===== config.mk =====
export PLATFORM = sky130hd
export DESIGN_NAME = fsk_frame_receiver_core
export DESIGN_NICKNAME = d
export VERILOG_FILES = /design/src/rtl/fskrx_pkg.sv /design/src/rtl/fsk_frame_receiver_core.sv
export SDC_FILE = /design/constraint.sdc
export NUM_CORES = 1
export LEC_CHECK = 0
export BUFFER_PORTS_ARGS = -buffer_cell sky130_fd_sc_hd__buf_2
export CORE_MARGIN = 4
export CORE_UTILIZATION = 60
export DETAILED_ROUTE_END_ITERATION = 7
export HOLD_SLACK_MARGIN = 0.02
export PLACE_DENSITY = 0.79
export SETUP_SLACK_MARGIN = 0.15
export SYNTH_ARGS = -nofsm -noshare
export SYNTH_HDL_FRONTEND = slang
export SYNTH_SLANG_ARGS = --single-unit
export TNS_END_PERCENT = 10

===== constraint.sdc =====
create_clock -name clk -period 8 [get_ports clk]
set_input_delay 2 -clock clk [delete_from_list [all_inputs] [get_ports clk]]
set_output_delay 2 -clock clk [all_outputs]
set_load 0.02 [all_outputs]

===== src/rtl/fskrx_pkg.sv =====
// fskrx_pkg: shared constants for the tone-pair frame receiver.
// No dependencies; imported by fsk_frame_receiver_core.
`default_nettype none

package fskrx_pkg;

  localparam int DATA_BITS   = 8;
  localparam int BITS_LEFT_W = 6;
  localparam int CFG_W       = 8;
  localparam int DATA_W      = 8;

  // configuration register indexes
  localparam logic REG_SAMPLES_PER_BIT = 1'b0;
  localparam logic REG_MIN_SAMPLES     = 1'b1;

  localparam logic [CFG_W-1:0] SAMPLES_PER_BIT_RST = 8'd16;
  localparam logic [CFG_W-1:0] MIN_SAMPLES_RST     = 8'd10;

endpackage

`default_nettype wire


===== src/rtl/fsk_frame_receiver_core.sv =====
// Usage notes for the tone-pair frame receiver (top level).
// Depends on fskrx_pkg.
//
// Input channel (in_valid/in_ready): one word per detector sample,
//   det_low and det_high. Low only is symbol 0, high only is symbol 1.
// Output channel (out_valid/out_ready): exactly one word per input word,
//   frame_valid and frame_data. frame_valid is 1 only on the word whose stop
//   bit completes a frame with good parity; frame_data is 0 otherwise.
// Config: cfg_we writes cfg_wdata into samples_per_bit (index 0) or
//   min_samples (index 1); write only while no words are in flight.
// Result: the result of a sample is registered at accept.
// Throughput: one sample per cycle while in_ready is high; the frame state updates
//   in one pass at accept, and a result register plus a one-word skid buffer decouple
//   the two channels.
// Stall: with the result register and skid buffer both full, in_ready drops
//   until out_ready takes a word.
// Reset (rst, synchronous): receiver idle, registers back to 16 and 10,
//   both output stages empty.
`default_nettype none

module fsk_frame_receiver_core
  import fskrx_pkg::*;
(
  input  wire logic              clk,
  input  wire logic              rst,
  input  wire logic              cfg_we,
  input  wire logic              cfg_addr,
  input  wire logic [CFG_W-1:0]  cfg_wdata,
  input  wire logic              in_valid,
  output logic                   in_ready,
  input  wire logic              det_low,
  input  wire logic              det_high,
  output logic                   out_valid,
  input  wire logic              out_ready,
  output logic                   frame_valid,
  output logic [DATA_W-1:0]      frame_data
);

  localparam logic [2:0] PH_IDLE   = 3'd0;
  localparam logic [2:0] PH_START  = 3'd1;
  localparam logic [2:0] PH_DATA   = 3'd2;
  localparam logic [2:0] PH_PARITY = 3'd3;
  localparam logic [2:0] PH_STOP   = 3'd4;

  logic [CFG_W-1:0]       samples_per_bit;
  logic [CFG_W-1:0]       min_samples;

  logic [2:0]             frame_phase,  frame_phase_next;
  logic [7:0]             window_timer, window_timer_next;
  logic [7:0]             low_count,    low_count_next;
  logic [7:0]             high_count,   high_count_next;
  logic [BITS_LEFT_W-1:0] bits_left,    bits_left_next;
  logic                   ones_parity,  ones_parity_next;
  logic [DATA_W-1:0]      data_shift,   data_shift_next;

  logic                   res_valid;
  logic [DATA_W-1:0]      res_data;

  logic                   skid_vld;
  logic                   skid_fv;
  logic [DATA_W-1:0]      skid_data;

  logic sym0, sym1, in_fire;
  logic [7:0] timer_inc, low_inc, high_inc;
  logic [BITS_LEFT_W-1:0] bits_dec;
  logic win_end, got_low, got_high, bit_val;

  assign sym0     = det_low & ~det_high;
  assign sym1     = det_high & ~det_low;
  assign in_ready = ~skid_vld;
  assign in_fire  = in_valid & in_ready;

  assign timer_inc = window_timer + 8'd1;
  assign low_inc   = low_count + {7'd0, sym0};
  assign high_inc  = high_count + {7'd0, sym1};
  assign win_end   = timer_inc >= samples_per_bit;
  assign got_low   = low_inc >= min_samples;
  assign got_high  = high_inc >= min_samples;
  assign bit_val   = ~got_low;
  assign bits_dec  = bits_left - BITS_LEFT_W'(1);

  always_comb begin
    frame_phase_next  = frame_phase;
    window_timer_next = window_timer;
    low_count_next    = low_count;
    high_count_next   = high_count;
    bits_left_next    = bits_left;
    ones_parity_next  = ones_parity;
    data_shift_next   = data_shift;
    res_valid         = 1'b0;
    res_data          = '0;
    if (frame_phase == PH_START || frame_phase == PH_DATA ||
        frame_phase == PH_PARITY || frame_phase == PH_STOP) begin
      window_timer_next = timer_inc;
      low_count_next    = low_inc;
      high_count_next   = high_inc;
    end
    unique case (frame_phase)
      PH_START: begin
        if (win_end) begin
          frame_phase_next = got_low ? PH_DATA : PH_IDLE;
          if (got_low) begin
            window_timer_next = '0;
            low_count_next    = '0;
            high_count_next   = '0;
          end
        end
      end
      PH_DATA: begin
        if (win_end) begin
          if (got_low || got_high) begin
            data_shift_next   = {data_shift[DATA_W-2:0], bit_val};
            ones_parity_next  = ones_parity ^ bit_val;
            bits_left_next    = bits_dec;
            frame_phase_next  = (bits_dec == '0) ? PH_PARITY : PH_DATA;
            window_timer_next = '0;
            low_count_next    = '0;
            high_count_next   = '0;
          end else begin
            frame_phase_next = PH_IDLE;
          end
        end
      end
      PH_PARITY: begin
        if (win_end) begin
          if (ones_parity ? got_high : got_low) begin
            frame_phase_next  = PH_STOP;
            window_timer_next = '0;
            low_count_next    = '0;
            high_count_next   = '0;
          end else begin
            frame_phase_next = PH_IDLE;
          end
        end
      end
      PH_STOP: begin
        if (win_end) begin
          frame_phase_next = PH_IDLE;
          res_valid        = got_low;
          res_data         = got_low ? data_shift : '0;
        end
      end
      default: begin
        // idle and unused codes
        frame_phase_next = PH_IDLE;
        if (sym0) begin
          frame_phase_next  = PH_START;
          window_timer_next = 8'd1;
          low_count_next    = 8'd1;
          high_count_next   = '0;
          bits_left_next    = BITS_LEFT_W'(DATA_BITS);
          ones_parity_next  = 1'b0;
          data_shift_next   = '0;
        end
      end
    endcase
  end

  always_ff @(posedge clk) begin
    if (rst) begin
      samples_per_bit <= SAMPLES_PER_BIT_RST;
      min_samples     <= MIN_SAMPLES_RST;
    end else if (cfg_we) begin
      unique case (cfg_addr)
        REG_SAMPLES_PER_BIT: samples_per_bit <= cfg_wdata;
        REG_MIN_SAMPLES:     min_samples     <= cfg_wdata;
        default: ;
      endcase
    end
  end

  always_ff @(posedge clk) begin
    if (rst) begin
      frame_phase  <= PH_IDLE;
      window_timer <= '0;
      low_count    <= '0;
      high_count   <= '0;
      bits_left    <= '0;
      ones_parity  <= 1'b0;
      data_shift   <= '0;
    end else if (in_fire) begin
      frame_phase  <= frame_phase_next;
      window_timer <= window_timer_next;
      low_count    <= low_count_next;
      high_count   <= high_count_next;
      bits_left    <= bits_left_next;
      ones_parity  <= ones_parity_next;
      data_shift   <= data_shift_next;
    end
  end

  // result register with one-word skid buffer
  always_ff @(posedge clk) begin
    if (rst) begin
      out_valid <= 1'b0;
      skid_vld  <= 1'b0;
    end else begin
      if (!out_valid || out_ready) begin
        if (skid_vld) begin
          out_valid <= 1'b1;
          skid_vld  <= in_fire;
        end else begin
          out_valid <= in_fire;
        end
      end else if (in_fire) begin
        skid_vld <= 1'b1;
      end
    end
  end

  always_ff @(posedge clk) begin
    if (!out_valid || out_ready) begin
      if (skid_vld) begin
        frame_valid <= skid_fv;
        frame_data  <= skid_data;
      end else if (in_fire) begin
        frame_valid <= res_valid;
        frame_data  <= res_data;
      end
    end
    if (in_fire && (skid_vld || (out_valid && !out_ready))) begin
      skid_fv   <= res_valid;
      skid_data <= res_data;
    end
  end

endmodule

`default_nettype wire


==> impl_metrics.csv <==
group,metric,value,unit
worst_setup_path,required,8.28,ns
cells_and_area,postLayoutCoreUtil,68.4,%
sta,worst_slew_pin_slew,1.20,ns
worst_setup_path,crit_chain,"buf_2 -> nor2b_1 -> ha_1 -> and3_1 -> nand3_1 -> and2_1 -> or2_2 -> ha_1 -> nand4_1 -> o31a_1 -> a21o_4 -> a21oi_4 -> mux2i_1",
synth,netlist_area,4380,sq um
synth,yosys.area.top_type_share,27.4,%
synth,async_flop_share,0,%
worst_setup_path,end_kind,"register",
job,cap_violations,0,
placement,dp_worst_setup_slack,2.59,ns
worst_setup_path,critPathTopFamily,"simple AND/OR/NAND/NOR gates",
sta,setup_viol,0,
hold_path,hold_class,"register to register",
floorplan,rows,30,
placement,placed_area,4540,sq um
synth,post-synth-top-count-cell,"nand2_1",
sta,setup_tns,0,ns
worst_setup_path,cp_num_cells,13,
sta,worst_slack,2.93,ns
placement,hpwl,6930,um
synth,ys_top_cells_by_count,"nand2_1, dfxtp_1, ha_1",
power,p_leak,1.93,nW
synth,synthCells,484,
sta,grt_setup_unrepaired,"false",
worst_setup_path,cp_slowest_cell,"a21oi_4",
clock_tree,cts-root-buf,"clkbuf_8",
cells_and_area,multi_input_area,2430,sq um
cells_and_area,fillers,577,
cells_and_area,drive_above_1_share,14.9,%
grt,grt_pass1_vias,3508,
grt,globalRouteOverflowTotal,0,
synth,yosysTopAreaCell,"dfxtp_1",
floorplan,die_w,93.4,um
clock_tree,clock_path_buffers,2,
route,dr_total_vias,3509,
synth,ys.flop_type,"dfxtp_1",
synth,yosysUniqueCellTypes,66,
sta,fin_skew,0.0131,ns
placement,port_buffers,26,
hold_path,min_path_cells,2,
worst_setup_path,worst-path-buf-inv,1,
placement,gp_congestion,0.858,
cells_and_area,num_antenna_cells,0,
synth,seq_area_frac_synth,39.8,%
clock_tree,insertion_delay,0.37,ns
route,wl,9370,um
cells_and_area,regArea,1740,sq um
synth,synth-warning-count,0,
grt,track_usage,23.3,%
synth,ys_ff_latch,78,
synth,synth_edf_count,18,
worst_setup_path,worstRegToRegCells,12,
clock_tree,h-tree-depth,3,
synth,synth_nets,531,
run_status,status,"finished, final reports clean",
route,wire_per_inst,15.4,um
route,final_antenna_net_count,0,
cells_and_area,finalNetCount,553,
worst_setup_path,crit_arrival,5.35,ns
power,finalPower,0.799,mW
sta,hold_viol,0,
clock_tree,cts_resized,0,
worst_setup_path,startpoint_type,"primary input",
grt,grt_pass1_wl,16200,um
sta,slew_viol_final,0,
clock_tree,hold_buffers,0,
clock_tree,post_cts_buffers,0,
clock_tree,clkSinkCount,78,
route,drt_iter0_drc,192,
clock_tree,cts_tree,"done",
sta,max_slew_margin,19.4,%
floorplan,die_y,93.4,um
worst_setup_path,crit_top_cell,"ha_1",
sta,max_freq,197,MHz
floorplan,start_util,63.0,%
worst_setup_path,worst-path-max-fanout,14,
sta,fin_crit_sh,63.3,%
cells_and_area,syn2layout_area_growth,8.43,%
synth,netlist_top_cells_area,"dfxtp_1, edfxtp_1, ha_1",
floorplan,ios,27,
grt,antenna_found_initial,0,
grt,grt_max_degree,28,
sta,finalCriticalPeriod,5.07,ns
synth,syn_area_per_cell,9.05,sq um
clock_tree,cts.clk_slew.worst_paths,0.08,ns
power,ir_drop,0.0990,mV
route,drt_first_pass_iters,4,
route,avgViaCountPerCell,5.78,
floorplan,die_area,8730,sq um
clock_tree,numCtsBuffers,9,
floorplan,core,6940,sq um
power,power.density,168,nW/um^2
worst_setup_path,crit_type,"primary input to register",
cells_and_area,fin_area,4750,sq um
worst_setup_path,slowest_delay,0.48,ns
route,drc,0,
-- cells by family after synthesis --
logic type | Yosys count | share of synthesized area (%)
fa+ha+maj | 31 | 8.86
flops | 78 | 39.8
compound gates | 96 | 17.1
buf+inv | 46 | 4.69
simple gates | 198 | 21.8
mux | 18 | 4.34
xor+xnor | 17 | 3.40
-- metrics by stage --
step                      std cells  hold slack (ns)
final                           607            0.462
after global routing            607            0.488
after CTS                       607            0.468
after detailed placement        591            0.454
after global placement          591            0.442
after floorplan                 484            0.430
-- routing by layer --
layer / GRT usage, % / share of wire (%) / vias up
li1: - / - / 1757
met3: 4.02 / 5.1 / 20
met4: 10.0 / 2.3 / 0
met5: 0 / 0 / -
met1: 29.3 / 44 / 1638
met2: 39.2 / 49 / 94
-- flip-flops by register name, indices dropped and copies added (netlist names), 3 cells and up --
signal           cells
samples_per_bit      8
frame_phase          3
frame_data           8
min_samples          8
data_shift           8
high_count           8
low_count            8
window_timer         8
bits_left            6
skid_data            8
-- tightest hold or removal path, stage by stage (launching register included) --
cell     delay, ns
dfxtp_1       0.31
nand2_1       0.05
mux2i_1       0.05
-- worst paths after layout --
path / start / slack [ns] / end
worst max-delay path: det_low / 2.93 / data_shift[6]
worst min-delay path: data_shift[7] / 0.46 / data_shift[7]
worst max register to register: high_count[0] / 4.61 / low_count[1]
worst min register to register: data_shift[7] / 0.46 / data_shift[7]
-- report_power, final --
| part | switching (mW) | internal, mW | total (mW) | leakage [nW] |
|---|---|---|---|---|
| clock | 0.159 | 0.148 | 0.306 | 0.0968 |
| combinational | 0.0486 | 0.0262 | 0.0747 | 1.18 |
| sequential | 0.00626 | 0.412 | 0.418 | 0.649 |
| total | 0.213 | 0.586 | 0.799 | 1.93 |
-- final cells by class --
type	instances	area share, %
Multi-Input combinational cell	360	51.2
Sequential cell	78	36.7
Timing Repair Buffer	27	2.90
Clock buffer	9	2.61
Tap cell	96	2.53
Inverter	30	2.37
Clock inverter	7	1.69
-- cell usage in the layout, fill, tap and decap left out, drive strengths merged, types with 6 or more instances in the layout --
cell type	synthesis	routed
nand4	6	6
nand2b	8	8
a21oi	20	20
and3	6	6
mux2	8	8
ha	31	31
nand3	18	18
nor2	21	21
dfxtp	60	60
o211ai	8	8
nor2b	8	8
xnor2	6	6
xor2	11	11
nand2	100	100
buf	7	27
and2	13	13
inv	29	32
edfxtp	18	18
clkbuf	9	9
o21ai	24	24
mux2i	10	10
Power figures use the tool's default switching activity.
